## config.mk

```make
export PLATFORM = sky130hd
export DESIGN_NAME = flowed_text_unwrap_sig_strip
export DESIGN_NICKNAME = d
export VERILOG_FILES = /design/src/hdl/ftu_pkg.sv /design/src/hdl/ftu_front.sv /design/src/hdl/ftu_queue.sv /design/src/hdl/ftu_back.sv /design/src/hdl/flowed_text_unwrap_sig_strip.sv
export SDC_FILE = /design/constraint.sdc
export NUM_CORES = 1
export LEC_CHECK = 0
export BUFFER_PORTS_ARGS = -buffer_cell sky130_fd_sc_hd__buf_2
export CORE_MARGIN = 4
export CORE_UTILIZATION = 25
export CTS_CLUSTER_SIZE = 24
export DETAILED_ROUTE_END_ITERATION = 8
export GPL_TIMING_DRIVEN = 0
export PLACE_DENSITY_LB_ADDON = 0.05
export SYNTH_ARGS = -nofsm -noshare
export SYNTH_HDL_FRONTEND = slang
export SYNTH_SLANG_ARGS = --single-unit
```

## constraint.sdc

```tcl
create_clock -name i_clk -period 5.85 [get_ports i_clk]
set_input_delay 1.17 -clock i_clk [delete_from_list [all_inputs] [get_ports i_clk]]
set_output_delay 1.17 -clock i_clk [all_outputs]
set_load 0.01 [all_outputs]
```

## src/hdl/ftu_pkg.sv

```systemverilog
// Shared types and constants for the flowed-text unwrapper.
package ftu_pkg;

    localparam logic [7:0] CH_NL   = 8'h0A;
    localparam logic [7:0] CH_SP   = 8'h20;
    localparam logic [7:0] CH_GT   = 8'h3E;
    localparam logic [7:0] CH_DASH = 8'h2D;

    localparam int SIG_LEN = 4;
    localparam int SIG_W   = $clog2(SIG_LEN);
    // "-- \n", entry 0 first
    localparam logic [SIG_LEN-1:0][7:0] SIG_TEXT = {CH_NL, CH_SP, CH_DASH, CH_DASH};

    localparam int BURST_MAX = 4;
    localparam int BIDX_W    = $clog2(BURST_MAX);
    localparam int BCNT_W    = $clog2(BURST_MAX + 1);

    localparam int QDEPTH = 4;
    localparam int QPTR_W = $clog2(QDEPTH);
    localparam int QCNT_W = $clog2(QDEPTH + 1);

    typedef logic [2:0] t_sig_cnt;

    typedef enum logic [6:0] {
        M_START  = 7'b0000001,
        M_QUOTED = 7'b0000010,
        M_PLAIN  = 7'b0000100,
        M_SP     = 7'b0001000,
        M_SPNL   = 7'b0010000,
        M_CHECK  = 7'b0100000,
        M_IGNORE = 7'b1000000
    } t_mode;

    typedef struct packed {
        logic [BURST_MAX-1:0][7:0] bytes;
        logic [BIDX_W-1:0]         last_idx;
    } t_burst;

endpackage

```

## src/hdl/ftu_front.sv

```systemverilog
// Front end: line state machine, turns each item into a burst of display bytes.
module ftu_front (
    input  logic            i_clk,
    input  logic            i_rst_n,
    input  logic            i_cfg_we,
    input  logic            i_cfg_wdata,
    input  logic            i_accept,
    input  logic [7:0]      i_in_byte,
    input  logic            i_start_of_text,
    output logic            o_valid,
    output ftu_pkg::t_burst o_burst
);

    ftu_pkg::t_mode    r_mode, n_mode, m;
    ftu_pkg::t_sig_cnt r_count, n_count, k;
    logic              r_stop;
    logic [ftu_pkg::BURST_MAX-1:0][7:0] bytes;
    logic [ftu_pkg::BCNT_W-1:0]         cnt;
    logic [7:0]        b;

    always_comb begin
        b       = i_in_byte;
        m       = i_start_of_text ? ftu_pkg::M_START : r_mode;
        k       = i_start_of_text ? '0 : r_count;
        bytes   = {ftu_pkg::BURST_MAX{ftu_pkg::CH_DASH}};
        cnt     = '0;
        n_mode  = m;
        n_count = k;
        case (m)
            ftu_pkg::M_QUOTED: begin
                bytes[0] = b;
                cnt      = ftu_pkg::BCNT_W'(1);
                if (b == ftu_pkg::CH_NL) n_mode = ftu_pkg::M_START;
            end
            ftu_pkg::M_PLAIN: begin
                if (b == ftu_pkg::CH_SP) begin
                    n_mode = ftu_pkg::M_SP;
                end else begin
                    bytes[0] = b;
                    cnt      = ftu_pkg::BCNT_W'(1);
                    if (b == ftu_pkg::CH_NL) n_mode = ftu_pkg::M_START;
                end
            end
            ftu_pkg::M_SP: begin
                if (b == ftu_pkg::CH_NL) begin
                    n_mode = ftu_pkg::M_SPNL;
                end else if (b == ftu_pkg::CH_SP) begin
                    bytes[0] = ftu_pkg::CH_SP;
                    cnt      = ftu_pkg::BCNT_W'(1);
                end else begin
                    bytes[0] = ftu_pkg::CH_SP;
                    bytes[1] = b;
                    cnt      = ftu_pkg::BCNT_W'(2);
                    n_mode   = ftu_pkg::M_PLAIN;
                end
            end
            ftu_pkg::M_SPNL: begin
                if (b == ftu_pkg::CH_GT) begin
                    bytes[0] = ftu_pkg::CH_NL;
                    bytes[1] = ftu_pkg::CH_GT;
                    cnt      = ftu_pkg::BCNT_W'(2);
                    n_mode   = ftu_pkg::M_QUOTED;
                end else if (b == ftu_pkg::CH_NL) begin
                    bytes[0] = ftu_pkg::CH_NL;
                    bytes[1] = ftu_pkg::CH_NL;
                    cnt      = ftu_pkg::BCNT_W'(2);
                    n_mode   = ftu_pkg::M_START;
                end else if (b == ftu_pkg::CH_SP) begin
                    n_mode = ftu_pkg::M_SP;
                end else begin
                    bytes[0] = b;
                    cnt      = ftu_pkg::BCNT_W'(1);
                    n_mode   = ftu_pkg::M_PLAIN;
                end
            end
            ftu_pkg::M_CHECK: begin
                if (k >= 3'(ftu_pkg::SIG_LEN)) begin
                    n_mode = ftu_pkg::M_IGNORE;
                end else if (b == ftu_pkg::SIG_TEXT[k[ftu_pkg::SIG_W-1:0]]) begin
                    n_count = k + 3'd1;
                    if (k == 3'(ftu_pkg::SIG_LEN - 1)) n_mode = ftu_pkg::M_IGNORE;
                end else if (k == 3'(ftu_pkg::SIG_LEN - 1)) begin
                    // replay "-- " with the space held
                    bytes[2] = ftu_pkg::CH_SP;
                    bytes[3] = b;
                    if (b == ftu_pkg::CH_SP) begin
                        cnt    = ftu_pkg::BCNT_W'(3);
                        n_mode = ftu_pkg::M_SP;
                    end else begin
                        cnt    = ftu_pkg::BCNT_W'(4);
                        n_mode = ftu_pkg::M_PLAIN;
                    end
                end else begin
                    // replay k dashes, then b as plain text; a space b is held instead
                    bytes[k[ftu_pkg::BIDX_W-1:0]] = b;
                    if (b == ftu_pkg::CH_SP) begin
                        cnt    = ftu_pkg::BCNT_W'(k);
                        n_mode = ftu_pkg::M_SP;
                    end else begin
                        cnt    = ftu_pkg::BCNT_W'(k + 3'd1);
                        n_mode = (b == ftu_pkg::CH_NL) ? ftu_pkg::M_START : ftu_pkg::M_PLAIN;
                    end
                end
            end
            ftu_pkg::M_IGNORE: begin
                n_mode = ftu_pkg::M_IGNORE;
            end
            default: begin
                if (b == ftu_pkg::CH_GT) begin
                    bytes[0] = b;
                    cnt      = ftu_pkg::BCNT_W'(1);
                    n_mode   = ftu_pkg::M_QUOTED;
                end else if (b == ftu_pkg::CH_SP) begin
                    n_mode = ftu_pkg::M_PLAIN;
                end else if (r_stop && b == ftu_pkg::CH_DASH) begin
                    n_mode  = ftu_pkg::M_CHECK;
                    n_count = 3'd1;
                end else begin
                    if (r_stop) n_count = '0;
                    bytes[0] = b;
                    cnt      = ftu_pkg::BCNT_W'(1);
                    n_mode   = (b == ftu_pkg::CH_NL) ? ftu_pkg::M_START : ftu_pkg::M_PLAIN;
                end
            end
        endcase
    end

    assign o_valid          = (cnt != '0);
    assign o_burst.bytes    = bytes;
    assign o_burst.last_idx = ftu_pkg::BIDX_W'(cnt - 1'b1);

    always_ff @(posedge i_clk) begin
        if (!i_rst_n) begin
            r_mode  <= ftu_pkg::M_START;
            r_count <= '0;
            r_stop  <= 1'b1;
        end else begin
            if (i_cfg_we) r_stop <= i_cfg_wdata;
            if (i_accept) begin
                r_mode  <= n_mode;
                r_count <= n_count;
            end
        end
    end

endmodule

```

## src/hdl/ftu_queue.sv

```systemverilog
// Short queue of byte bursts between front and back end.
module ftu_queue (
    input  logic            i_clk,
    input  logic            i_rst_n,
    input  logic            i_push,
    input  ftu_pkg::t_burst i_data,
    output logic            o_full,
    input  logic            i_pop,
    output ftu_pkg::t_burst o_data,
    output logic            o_empty
);

    ftu_pkg::t_burst r_mem [ftu_pkg::QDEPTH];
    logic [ftu_pkg::QPTR_W-1:0] r_wr, r_rd;
    logic [ftu_pkg::QCNT_W-1:0] r_cnt;
    logic do_push, do_pop;

    assign o_full  = (r_cnt == ftu_pkg::QCNT_W'(ftu_pkg::QDEPTH));
    assign o_empty = (r_cnt == '0);
    assign o_data  = r_mem[r_rd];
    assign do_push = i_push && !o_full;
    assign do_pop  = i_pop && !o_empty;

    always_ff @(posedge i_clk) begin
        if (do_push) r_mem[r_wr] <= i_data;
    end

    always_ff @(posedge i_clk) begin
        if (!i_rst_n) begin
            r_wr  <= '0;
            r_rd  <= '0;
            r_cnt <= '0;
        end else begin
            if (do_push) r_wr <= r_wr + 1'b1;
            if (do_pop)  r_rd <= r_rd + 1'b1;
            if (do_push && !do_pop)      r_cnt <= r_cnt + 1'b1;
            else if (do_pop && !do_push) r_cnt <= r_cnt - 1'b1;
        end
    end

endmodule

```

## src/hdl/ftu_back.sv

```systemverilog
// Back end: serialises bursts into single result items.
module ftu_back (
    input  logic            i_clk,
    input  logic            i_rst_n,
    input  logic            i_q_empty,
    input  ftu_pkg::t_burst i_q_data,
    output logic            o_q_pop,
    input  logic            i_pop,
    output logic            o_empty,
    output logic [7:0]      o_out_byte,
    output logic            o_last_of_run
);

    ftu_pkg::t_burst r_burst;
    logic [ftu_pkg::BIDX_W-1:0] r_idx;
    logic r_valid;
    logic last, take_out, done;

    assign last          = (r_idx == r_burst.last_idx);
    assign take_out      = i_pop && r_valid;
    assign done          = take_out && last;
    assign o_q_pop       = !i_q_empty && (!r_valid || done);
    assign o_empty       = !r_valid;
    assign o_out_byte    = r_burst.bytes[r_idx];
    assign o_last_of_run = last;

    always_ff @(posedge i_clk) begin
        if (o_q_pop) r_burst <= i_q_data;
    end

    always_ff @(posedge i_clk) begin
        if (!i_rst_n) begin
            r_valid <= 1'b0;
            r_idx   <= '0;
        end else begin
            if (o_q_pop) begin
                r_valid <= 1'b1;
                r_idx   <= '0;
            end else if (done) begin
                r_valid <= 1'b0;
            end else if (take_out) begin
                r_idx <= r_idx + 1'b1;
            end
        end
    end

endmodule

```

## src/hdl/flowed_text_unwrap_sig_strip.sv

```systemverilog
// Top level of the flowed-text unwrapper with signature stop.
//
//   channel  direction  handshake    payload
//   input    in         push / full  i_in_byte, i_start_of_text
//   result   out        pop / empty  o_out_byte, o_last_of_run
//   config   in         i_cfg_we     i_cfg_wdata (stop_at_signature)
//
// One item is taken per cycle while the burst queue has room; each item gives
// zero to four result items, delivered one per cycle by the back end while pop is held.
// A result reaches the output through the burst queue and then the back end's burst register.
// The four-entry burst queue sets how long the input can run ahead of a
// stalled result side before full rises.
// Synchronous active-low reset; stop_at_signature resets to 1.
module flowed_text_unwrap_sig_strip (
    input  logic       i_clk,
    input  logic       i_rst_n,
    input  logic       i_cfg_we,
    input  logic       i_cfg_wdata,
    input  logic       push,
    output logic       full,
    input  logic [7:0] i_in_byte,
    input  logic       i_start_of_text,
    input  logic       pop,
    output logic       empty,
    output logic [7:0] o_out_byte,
    output logic       o_last_of_run
);

    ftu_pkg::t_burst f_burst, q_data;
    logic f_valid, accept, q_full, q_empty, q_pop;

    assign full   = q_full;
    assign accept = push && !q_full;

    ftu_front u_front (
        .i_clk          (i_clk),
        .i_rst_n        (i_rst_n),
        .i_cfg_we       (i_cfg_we),
        .i_cfg_wdata    (i_cfg_wdata),
        .i_accept       (accept),
        .i_in_byte      (i_in_byte),
        .i_start_of_text(i_start_of_text),
        .o_valid        (f_valid),
        .o_burst        (f_burst)
    );

    ftu_queue u_queue (
        .i_clk  (i_clk),
        .i_rst_n(i_rst_n),
        .i_push (accept && f_valid),
        .i_data (f_burst),
        .o_full (q_full),
        .i_pop  (q_pop),
        .o_data (q_data),
        .o_empty(q_empty)
    );

    ftu_back u_back (
        .i_clk        (i_clk),
        .i_rst_n      (i_rst_n),
        .i_q_empty    (q_empty),
        .i_q_data     (q_data),
        .o_q_pop      (q_pop),
        .i_pop        (pop),
        .o_empty      (empty),
        .o_out_byte   (o_out_byte),
        .o_last_of_run(o_last_of_run)
    );

    a_burst_continues: assert property (@(posedge i_clk) disable iff (!i_rst_n)
        (pop && !empty && !o_last_of_run) |=> !empty)
        else $error("result ran dry inside a burst");

    a_drain_to_empty: assert property (@(posedge i_clk) disable iff (!i_rst_n)
        (pop && !empty && o_last_of_run && q_empty && !(accept && f_valid)) |=> empty)
        else $error("result shown with nothing queued");

    a_reset_clears: assert property (@(posedge i_clk)
        !i_rst_n |=> (empty && !full))
        else $error("reset left items behind");

endmodule
```

==> results.md, run 1 <==
* Synth Instances at 541
* Placed Area at 9146 µm²
* Number of flops mapped to enable cells by yosys at 170
* Fin. Hold Viols at 0
* Synthesis-stage register bit count at 191
* Final ANT Viol Nets at 0
* Comb power frac at 0.226
* Maximum clock rate at 184.8 MHz
* Internal cell power at 2.702 mW
* DRC violations left at 0
* Critical path class: in2reg
* CTS Sinks at 191
* Initial antenna violation count at 0
* Initial Utilization at 0.2554
* Die Wd at 191.0 µm
* # fillers at 3316
* Cell area after synthesis at 8373 µm²
* Worst setup margin at 0.4378 ns
* Switch share at 0.2918
* Pre-CTS WS at -0.1742 ns
* WHS Path Cells at 2
* Synth Warn # at 0
* Hold path endpoint: u_queue.r_cnt[2]$_SDFFE_PN0P_
* Syn_nets at 569
* Clock transition at path regs at 0.07 ns
* Clock root cell: clkbuf_16
* Vias in the first global route at 5003
* GPL Wtd Cong at 0.8599
* Sequential share of the synthesized area at 0.6599
* Drt total wl at 22720 µm
* # diodes at 0
* Total gr overflow at 0
* Bufs on Longest Clock Path at 2
* Hold_sp: u_queue.r_cnt[2]$_SDFFE_PN0P_
* Final instance area at 9706 µm²
* Area of the multi-input gates at 2678 µm²
* Status: completed
* DR vias at 4867
* Routed WL per cell at 21.78 µm
* Die area at 36480 µm²
* FF+latch area at 5525 µm²
* CP Max Fanout at 10
* Worst skew pair latency at 0.43 ns
* # rows at 66
* Maxcap violations at 0
* RSZ-0062 raised after global routing: no
* CTS tree: yes
* Peak supply drop at 0.1997 mV
* CP Launch Type: input port
* Fin crit share at 0.9252
* Worst Reg2Reg Path Length in Cells at 15
* Syn Area/Cell at 15.48 µm²
* Largest net degree at the start of global routing at 34
* Post-CTS setup buffer count at 0
* Vias per cell at 4.666
* DP HPWL at 15640 µm
* Prevailing post-synth register cell: edfxtp_1
* Count of cell types in the netlist at 56
* Initial drt markers at 316
* Chip Height at 191.0 µm
* Hold-fix buffers, CTS at 0
* Asr flop ratio synth at 0
* First-pass GRT wire length at 33540 µm
* CTS H-tree depth at 4
* Crit path time final at 5.412 ns
* Pwr dens at 393.1 nW/µm²
* Setup TNS at 0 ns
* Slew @ Worst Pin at 1.376 ns
* GRT Util Overall at 0.1278
* Area grow syn2layout at 15.91%
* Critical Path RT at 6.21 ns
* Worst EP arrival at 5.77 ns
* Drt pass-1 iters at 5
* I/O pin cnt at 26
* Worst r2r dst: u_queue.r_cnt[2]$_SDFFE_PN0P_
* Final setup violation count at 0
* Share of cells above drive strength 1 at 0.2013
* Critical R2R Launch: u_front.r_mode[4]$_SDFFE_PN0P_
* Core area at 32780 µm²
* Clock share of power at 0.289
* Reg2reg setup slack at 0.99 ns
* Hold Crit Class: reg2reg
* Setup crit end kind: register
* Sw power at 1.113 mW
* CTS Buf Count at 17
* Layout net count at 616
* Max transition margin at 0.07132
* Leakage power at 3.106 nW
* Max Slew Vio Count at 0
* Skew final at 0.01011 ns
* Seq pwr share at 0.485
* IO buf count at 23
## worst max path at each step
| stage | depth (start not counted) | slack [ns] | endpoint | start |
|---|---|---|---|---|
| after floorplan | 17 | 1.10 | u_queue.r_cnt[2]$_SDFFE_PN0P_ | i_start_of_text |
| after global placement | 12 | -0.83 | u_queue.r_mem[3][13]$_DFFE_PP_ | i_start_of_text |
| after detailed placement | 16 | -0.17 | u_queue.r_cnt[2]$_SDFFE_PN0P_ | i_start_of_text |
| after CTS | 16 | 0.28 | u_queue.r_cnt[2]$_SDFFE_PN0P_ | i_start_of_text |
| after global routing | 18 | 0.07 | u_queue.r_cnt[2]$_SDFFE_PN0P_ | i_start_of_text |
| final | 18 | 0.44 | u_queue.r_cnt[2]$_SDFFE_PN0P_ | i_start_of_text |
## cell families (layout without fill, tap and decap cells)
kind of cell    after synthesis  after routing  synth area share
fa+ha+maj                    13             13           0.02032
simple gates                155            155            0.1043
buf+inv                      46            106           0.02167
compound gates               77             77           0.06217
flops                       191            191            0.6599
mux                          48             48            0.1201
xor+xnor                     11             11           0.01151
## Yosys cell counts (2+ instances only)
cell type	instances	area (µm²)
clkbuf_1	23	86.33
mux4_2	42	945.9
or2_2	2	12.51
nand4b_1	3	26.28
o21a_1	4	30.03
buf_2	6	30.03
nand4_1	5	31.28
o211ai_1	3	22.52
and4b_1	2	20.02
edfxtp_1	170	5105
a21oi_1	13	65.06
ha_1	12	150.1
nor4b_1	4	35.03
a211oi_1	5	37.54
xnor2_1	7	61.31
and2_1	13	81.33
nor3_1	10	50.05
and3_1	10	62.56
o221ai_1	3	26.28
nor2_1	25	93.84
or3_1	9	56.30
nor3b_1	2	15.01
nand2_1	21	78.83
o21ai_0	20	100.1
a221oi_1	3	26.28
nor4_1	6	37.54
a311oi_1	2	17.52
a31oi_1	5	31.28
dfxtp_1	21	420.4
or4_1	5	37.54
nor2b_1	10	62.56
xor2_1	4	35.03
o41ai_1	2	17.52
o31ai_1	3	22.52
inv_1	13	48.80
buf_1	3	11.26
mux2i_1	6	60.06
a21o_1	4	30.03
nand3_1	17	85.08
nand2b_1	7	43.79
## repair_timing
item | CTS | global route
endpoints found under the hold margin | 0 | 0
gates resized for setup | 0 | 1
setup endpoints to repair | 0 | 2
## metrics by stage
| stage | utilization | hold slack [ns] | std cells | power (mW) |
|---|---|---|---|---|
| finish | 0.2960 | 0.5071 | 1043 | 3.815 |
| global route | 0.2960 | 0.5448 | 1043 | 4.021 |
| CTS | 0.2959 | 0.5050 | 1043 | 3.898 |
| detailed placement | 0.2790 | 0.4960 | 1011 | 2.785 |
| global placement | 0.2758 | 0.4883 | 1006 | 2.747 |
| floorplan | - | 0.4554 | 541 | 2.426 |
## power groups by stage
stage                     Clock (mW)  Combinational (mW)  Sequential (mW)
after detailed placement           0               0.902             1.88
after floorplan                    0               0.569             1.86
final                           1.10               0.861             1.85
after global routing            1.20               0.949             1.87
after CTS                       1.14               0.900             1.85
after global placement             0               0.853             1.89
## state kept, by name, summed over array words and instances, names as in the netlist
name             cells
u_queue.r_mem      136
u_back.r_burst      34
u_front.r_mode       7
u_front.r_count      3
u_queue.r_cnt        3
u_back.r_idx         2
u_queue.r_rd         2
u_queue.r_wr         2
u_back.r_valid       1
u_front.r_stop       1
## critical path, cell delays in order
cell	delay (ns)
buf_2	0.13
clkbuf_1	0.26
nor2b_1	0.40
ha_1	0.39
ha_1	0.34
or4_1	0.54
clkbuf_1	0.19
a311oi_1	0.25
a31oi_1	0.08
o21ai_0	0.46
ha_1	0.36
a21oi_1	0.17
ha_1	0.25
inv_1	0.08
fa_1	0.19
xor2_1	0.08
or3_1	0.31
a21oi_1	0.14
## routing by layer
layer	track usage	vias up	routed length, µm
met3	0.02666	11	553
met1	0.1748	2538	10860
met2	0.2111	71	11090
li1	-	2247	-
met5	0	-	0
met4	0.02735	0	216
## cells in the final DEF (no fill, tap or decap), types with 6 or more instances in the layout
cell       instances
nand2_1           21
ha_1              12
nand3_1           17
nor2b_1           10
edfxtp_1         170
nor2_1            25
a21oi_1           13
xnor2_1            7
buf_2             29
inv_1             12
nand2b_1           7
nor3_1            10
dfxtp_1           21
or3_1              9
and2_1             9
and3_1            10
o21ai_0           20
mux2i_1            6
mux4_2            42
clkbuf_1          23
clkbuf_16         17
## final cells by class
| cell class | count | share of cell area |
|---|---|---|
| Clock buffer | 17 | 0.04383 |
| Tap cell | 442 | 0.05698 |
| Buffer | 33 | 0.01367 |
| Inverter | 13 | 0.005028 |
| Sequential cell | 191 | 0.5693 |
| Clock inverter | 15 | 0.01315 |
| Timing Repair Buffer | 28 | 0.02217 |
| Multi-Input combinational cell | 304 | 0.2759 |
(Power assumes the default switching activity.)
==> inputs of run 2 (changes only) <==
CELL_PAD_IN_SITES_DETAIL_PLACEMENT = 0   (was unset)
CELL_PAD_IN_SITES_GLOBAL_PLACEMENT = 2   (was unset)
==> run 2 against run 1 <==
Register-to-register slack gained 0.06 ns. Total power rose by 0.67%. Sequential cell count did not move. Highest routed layer unchanged. Clock power increased by 5%. Largest cell class unchanged.
==> results.md, run 2 (same netlist as run 1, synthesis figures left out) <==
* Status: completed (unchanged)
* Finished Core Util at 0.2964 (was 0.2960)
* Worst EP arrival at 5.77 ns (about the same)
* Chip Height at 191.0 µm (unchanged)
* Clock root cell: clkbuf_16 (unchanged)
* Pre-CTS WS at -0.03283 ns (was -0.1742 ns)
* Placed insts at 1010 (was 1011)
* GRT busiest layer: met2 (unchanged)
* RSZ-0062 raised after global routing: no (unchanged)
* Clock transition at path regs at 0.07 ns (about the same)
* Crit path time final at 5.406 ns (was 5.412 ns)
* Pwr dens at 395.2 nW/µm² (was 393.1 nW/µm²)
* DP HPWL at 16370 µm (was 15640 µm)
* GPL Wtd Cong at 0.7678 (was 0.8599)
* Worst skew pair latency at 0.43 ns (about the same)
* Largest registers: u_queue.r_mem (136), u_back.r_burst (34), u_front.r_mode (7) (unchanged)
* Hold Crit Class: reg2reg (unchanged)
* Global-route track usage on met1 at 0.1716 (was 0.1748)
* Area of the multi-input gates at 2671 µm² (was 2678 µm²)
* Met2 Use GR at 0.2232 (was 0.2111)
* WHS Path Cells at 2 (unchanged)
* Initial drt markers at 297 (was 316)
* Drt pass-1 iters at 5 (unchanged)
* Drt total wl at 23130 µm (was 22720 µm)
* I/O pin cnt at 26 (unchanged)
* Fin crit share at 0.9242 (was 0.9252)
* Area grow syn2layout at 16.06% (was 15.91%)
* Routed WL per cell at 22.11 µm (was 21.78 µm)
* Critical path class: in2reg (unchanged)
* CP Max Fanout at 10 (unchanged)
* Most frequent cells in the layout: 170 x edfxtp_1, 42 x mux4_2, 29 x buf_2, 26 x clkbuf_1, 25 x nor2_1 (was 170 x edfxtp_1, 42 x mux4_2, 29 x buf_2, 25 x nor2_1, 23 x clkbuf_1)
* Largest net degree at the start of global routing at 37 (was 34)
* Core area at 32780 µm² (unchanged)
* Fin cells at 1046 (was 1043)
* Total gr overflow at 0 (unchanged)
* Slew @ Worst Pin at 1.135 ns (was 1.376 ns)
* Vias per cell at 4.630 (was 4.666)
* CTS tree: yes (unchanged)
* Vias in the first global route at 5136 (was 5003)
* Max transition margin at 0.2437 (was 0.07132)
* Maxcap violations at 0 (unchanged)
* Hold WS at 0.5050 ns (was 0.5071 ns)
* Commonest non-fill, non-tap cell in the layout: edfxtp_1 (unchanged)
* CTS Sinks at 191 (unchanged)
* PostCTS Resize Cnt at 0 (unchanged)
* Fin. Hold Viols at 0 (unchanged)
* Skew final at 0.01150 ns (was 0.01011 ns)
* Post-CTS setup buffer count at 0 (unchanged)
* First-pass GRT wire length at 34670 µm (was 33540 µm)
* # rows at 66 (unchanged)
* Max Slew Vio Count at 0 (unchanged)
* GRT Util Overall at 0.1312 (was 0.1278)
* CP Launch Type: input port (unchanged)
* Die area at 36480 µm² (unchanged)
* Worst Reg2Reg Path Length in Cells at 15 (unchanged)
* FF+latch area at 5525 µm² (unchanged)
* Setup crit end kind: register (unchanged)
* Global routing met3 resource utilization at 0.02739 (was 0.02666)
* Bufs on Longest Clock Path at 2 (unchanged)
* CTS Buf Count at 17 (unchanged)
* Share of cells above drive strength 1 at 0.1950 (was 0.2013)
* IO buf count at 23 (unchanged)
* Final ANT Viol Nets at 0 (unchanged)
* DRC violations left at 0 (unchanged)
* # fillers at 3299 (was 3316)
* Maximum clock rate at 185.0 MHz (was 184.8 MHz)
* Final setup violation count at 0 (unchanged)
* DR vias at 4843 (was 4867)
* Critical Path RT at 6.21 ns (about the same)
* Leakage power at 3.109 nW (was 3.106 nW)
* Worst setup margin at 0.4437 ns (was 0.4378 ns)
* Initial antenna violation count at 0 (unchanged)
* CTS H-tree depth at 4 (unchanged)
* Layout net count at 615 (was 616)
* Hold-fix buffers, CTS at 0 (unchanged)
* Initial Utilization at 0.2554 (unchanged)
* Peak supply drop at 0.2019 mV (was 0.1997 mV)
* Die Wd at 191.0 µm (unchanged)
* Max FFs per register at 136 (unchanged)
* Reg with most FFs: u_queue.r_mem (unchanged)
[run 2: cell count changes in the layout (fill, tap and decap cells not counted), sizes merged]
cell / previous run / this run
clkbuf: 41 / 45
diode: 0 / 4
inv: 20 / 16
bufinv: 0 / 2
clkinv: 5 / 3
buf: 37 / 36
[run 2: area by class of cell]
type / instances / share of cell area
antenna: 4 / 0.001030
buffer: 33 / 0.01365
clock buffer: 21 / 0.04635
clock inverter: 11 / 0.01352
inverter: 13 / 0.005021
multi-input combinational: 304 / 0.2749
sequential: 191 / 0.5686
tap: 442 / 0.05691
timing repair buffer: 27 / 0.02008
[run 2: per-layer routing]
metal / part of all wire / vias up
met3: 0.032 / 18
met2: 0.50 / 77
met1: 0.46 / 2507
met5: 0 / -
li1: - / 2241
met4: 0.014 / 0
[run 2: stage by stage]
step                      power [mW]  cell area (µm²)  setup TNS [ns]
after floorplan                2.426             8373               0
after global placement         2.736             9041         -115.20
after detailed placement       2.758             9126        -0.03283
after CTS                      3.924             9708               0
after global routing           4.058             9708               0
final                          3.841             9718               0
[run 2: path summary, 6_finish.rpt]
check	startpoint	to	slack, ns
worst max-delay path	i_start_of_text	u_queue.r_cnt[2]$_SDFFE_PN0P_	0.44
worst min-delay path	u_queue.r_cnt[2]$_SDFFE_PN0P_	u_queue.r_cnt[2]$_SDFFE_PN0P_	0.51
worst max register to register	u_front.r_mode[4]$_SDFFE_PN0P_	u_queue.r_cnt[2]$_SDFFE_PN0P_	1.05
worst min register to register	u_queue.r_cnt[2]$_SDFFE_PN0P_	u_queue.r_cnt[2]$_SDFFE_PN0P_	0.51
[run 2: worst max-delay path, stage by stage]
cell,delay (ns)
buf_2,0.12
clkbuf_1,0.26
nor2b_1,0.44
ha_1,0.33
ha_1,0.28
nor4_1,0.81
nor3_1,0.33
a221oi_1,0.48
ha_1,0.35
a21oi_1,0.17
ha_1,0.24
inv_1,0.08
fa_1,0.18
xor2_1,0.08
or3_1,0.31
a21oi_1,0.14
[run 2: where the power goes]
part / switching, mW / internal (mW)
Combinational: 0.485 / 0.347
Clock: 0.512 / 0.646
Sequential: 0.0687 / 1.78
==> inputs of run 3 (changes only) <==
CELL_PAD_IN_SITES_DETAIL_PLACEMENT = 1   (was 0)
clock period = 6.1 ns   (was 5.85 ns; I/O delays follow)
==> run 3 against run 2 <==
Clock power increased by 5%. Register-to-register slack barely moved. Clock skew decreased by 0.00069 ns. Largest cell class unchanged. Non-clock buffer count is the same. Critical endpoint unchanged.
==> results.md, run 3 (same netlist as run 1, synthesis figures left out) <==
* Status: completed (unchanged)
* Chip Height at 191.0 µm (unchanged)
* Setup crit end kind: register (unchanged)
* First-pass GRT wire length at 35670 µm (was 34670 µm)
* Drt total wl at 24110 µm (was 23130 µm)
* Slowest CP cell: nor4_1 (unchanged)
* Switch share at 0.2863 (was 0.2774)
* Clock root cell: clkbuf_16 (unchanged)
* Power Total at 3.799 mW (was 3.841 mW)
* PostCTS Resize Cnt at 0 (unchanged)
* GPL Wtd Cong at 0.7678 (unchanged)
* Critical Path RT at 6.46 ns (was 6.21 ns)
* Internal cell power at 2.711 mW (was 2.775 mW)
* CP top delay family: simple AND/OR/NAND/NOR gates (unchanged)
* Core area at 32780 µm² (unchanged)
* Most frequent cells in the layout: 170 x edfxtp_1, 42 x mux4_2, 29 x buf_2, 25 x nor2_1, 23 x clkbuf_1 (was 170 x edfxtp_1, 42 x mux4_2, 29 x buf_2, 26 x clkbuf_1, 25 x nor2_1)
* Comb power frac at 0.211 (was 0.216)
* Hold Crit Class: reg2reg (unchanged)
* Drt pass-1 iters at 4 (was 5)
* Max transition margin at 0.1992 (was 0.2437)
* Worst EP arrival at 5.94 ns (was 5.77 ns)
* Share of cells above drive strength 1 at 0.2000 (was 0.1950)
* DR vias at 4910 (was 4843)
* Max stage delay on crit path at 0.87 ns (was 0.81 ns)
* Setup TNS at 0 ns (unchanged)
* Hold-fix buffers, CTS at 0 (unchanged)
* Slew @ Worst Pin at 1.201 ns (was 1.135 ns)
* Reg2reg setup slack at 1.04 ns (was 1.05 ns)
* Hold WS at 0.5222 ns (was 0.5050 ns)
* Largest registers: u_queue.r_mem (136), u_back.r_burst (34), u_front.r_mode (7) (unchanged)
* Skew final at 0.01081 ns (was 0.01150 ns)
* CTS tree: yes (unchanged)
* Worst setup margin at 0.5167 ns (was 0.4437 ns)
* Placed insts at 1010 (unchanged)
* Max FFs per register at 136 (unchanged)
* Final instance area at 9774 µm² (was 9718 µm²)
* Vias per cell at 4.708 (was 4.630)
* Pre-CTS WS at 0.08030 ns (was -0.03283 ns)
* Bufs on Longest Clock Path at 2 (unchanged)
* Clock transition at path regs at 0.07 ns (about the same)
* Post-CTS setup buffer count at 0 (unchanged)
* CP Max Fanout at 10 (unchanged)
* Placed Area at 9126 µm² (unchanged)
* Seq pwr share at 0.467 (was 0.482)
* Layout net count at 615 (unchanged)
* Initial Utilization at 0.2554 (unchanged)
* Vias in the first global route at 5322 (was 5136)
* Initial antenna violation count at 0 (unchanged)
* Routed WL per cell at 23.12 µm (was 22.11 µm)
* WHS Path Cells at 2 (unchanged)
* Worst Reg2Reg Path Length in Cells at 15 (unchanged)
* Fin cells at 1043 (was 1046)
* Finished Core Util at 0.2981 (was 0.2964)
* Commonest non-fill, non-tap cell in the layout: edfxtp_1 (unchanged)
* Hold_sp: u_back.r_valid$_SDFFE_PN0P_ (was u_queue.r_cnt[2]$_SDFFE_PN0P_)
* I/O pin cnt at 26 (unchanged)
* Critical Path Source: i_start_of_text (unchanged)
* # rows at 66 (unchanged)
* Buf/Inv on CP at 3 (unchanged)
* CTS Sinks at 191 (unchanged)
* # fillers at 3462 (was 3299)
* DRC violations left at 0 (unchanged)
* Leakage power at 3.147 nW (was 3.109 nW)
* CP Launch Type: input port (unchanged)
* Clock share of power at 0.321 (was 0.302)
* GRT Util Overall at 0.1361 (was 0.1312)
* RSZ-0062 raised after global routing: no (unchanged)
* CP cell instances: buf_2 -> clkbuf_1 -> nor2b_1 -> ha_1 -> ha_1 -> nor4_1 -> nor3_1 -> a221oi_1 -> ha_1 -> a21oi_1 -> ha_1 -> inv_1 -> fa_1 -> xor2_1 -> or3_1 -> a21oi_1 (unchanged)
* Total gr overflow at 0 (unchanged)
* Max Slew Vio Count at 0 (unchanged)
* Area grow syn2layout at 16.74% (was 16.06%)
* Pwr dens at 388.6 nW/µm² (was 395.2 nW/µm²)
* Die area at 36480 µm² (unchanged)
* Largest net degree at the start of global routing at 37 (unchanged)
* Crit path time final at 5.583 ns
* IO buf count at 23 (unchanged)
* CTS H-tree depth at 4 (unchanged)
* Initial drt markers at 266 (was 297)
* Die Wd at 191.0 µm (unchanged)
* Most used cell, CP: ha_1 (unchanged)
* Fin. Hold Viols at 0 (unchanged)
* Final ANT Viol Nets at 0 (unchanged)
* Peak supply drop at 0.1963 mV (was 0.2019 mV)
* Sw power at 1.087 mW (was 1.066 mW)
* Reg with most FFs: u_queue.r_mem (unchanged)
* Maxcap violations at 0 (unchanged)
* Critical R2R Launch: u_front.r_mode[4]$_SDFFE_PN0P_ (unchanged)
* Worst skew pair latency at 0.44 ns (was 0.43 ns)
* Maximum clock rate at 179.1 MHz
* DP HPWL at 16940 µm (was 16370 µm)
* Final setup violation count at 0 (unchanged)
* Worst r2r dst: u_queue.r_cnt[2]$_SDFFE_PN0P_ (unchanged)
* Hold path endpoint: u_back.r_valid$_SDFFE_PN0P_ (was u_queue.r_cnt[2]$_SDFFE_PN0P_)
* CTS Buf Count at 17 (unchanged)
* Critical path class: in2reg (unchanged)
* Fin crit share at 0.9153
[run 3: power groups by stage]
stage          Sequential (mW)  Clock, mW  Combinational, mW
3_3_place_gp              1.81          0              0.814
5_1_grt                   1.80       1.33              0.892
3_5_place_dp              1.81          0              0.841
2_1_floorplan             1.78          0              0.545
4_1_cts                   1.78       1.27              0.843
6_report                  1.78       1.22              0.803
[run 3: worst reg2reg max path: cells and delay by family (launching register included)]
kind                     cells  cell delay (ns)
buffers and inverters        2             0.31
flip-flops                   1             0.30
XOR/XNOR                     1             0.18
AND/OR/NAND/NOR              4             2.13
AO/OA/AOI/OAI                5             1.04
adder cells (fa/ha/maj)      3             1.03
[run 3: worst max path at each step]
stage | to | slack [ns] | cells after the start
final | u_queue.r_cnt[2]$_SDFFE_PN0P_ | 0.52 | 16
after global routing | u_queue.r_cnt[2]$_SDFFE_PN0P_ | 0.26 | 18
after CTS | u_queue.r_cnt[2]$_SDFFE_PN0P_ | 0.52 | 16
after detailed placement | u_queue.r_cnt[2]$_SDFFE_PN0P_ | 0.08 | 16
after global placement | u_queue.r_mem[3][5]$_DFFE_PP_ | -0.66 | 11
after floorplan | u_queue.r_cnt[2]$_SDFFE_PN0P_ | 1.30 | 17
[run 3: area by class of cell]
cell class	count	area [µm²]	area share
Inverter	13	48.80	0.004992
Clock inverter	15	220.2	0.02253
Buffer	33	132.6	0.01357
Antenna cell	1	2.502	0.0002560
Multi-Input combinational cell	304	2671	0.2733
Timing Repair Buffer	27	195.2	0.01997
Clock buffer	17	425.4	0.04352
Tap cell	442	553.0	0.05658
Sequential cell	191	5525	0.5653
[run 3: layer usage]
metal | up-vias | GRT usage | wire length (µm)
li1 | 2241 | - | -
met1 | 2581 | 0.1763 | 10780
met2 | 77 | 0.2345 | 12270
met3 | 11 | 0.02337 | 775
met4 | 0 | 0.04033 | 290
met5 | - | 0 | 0
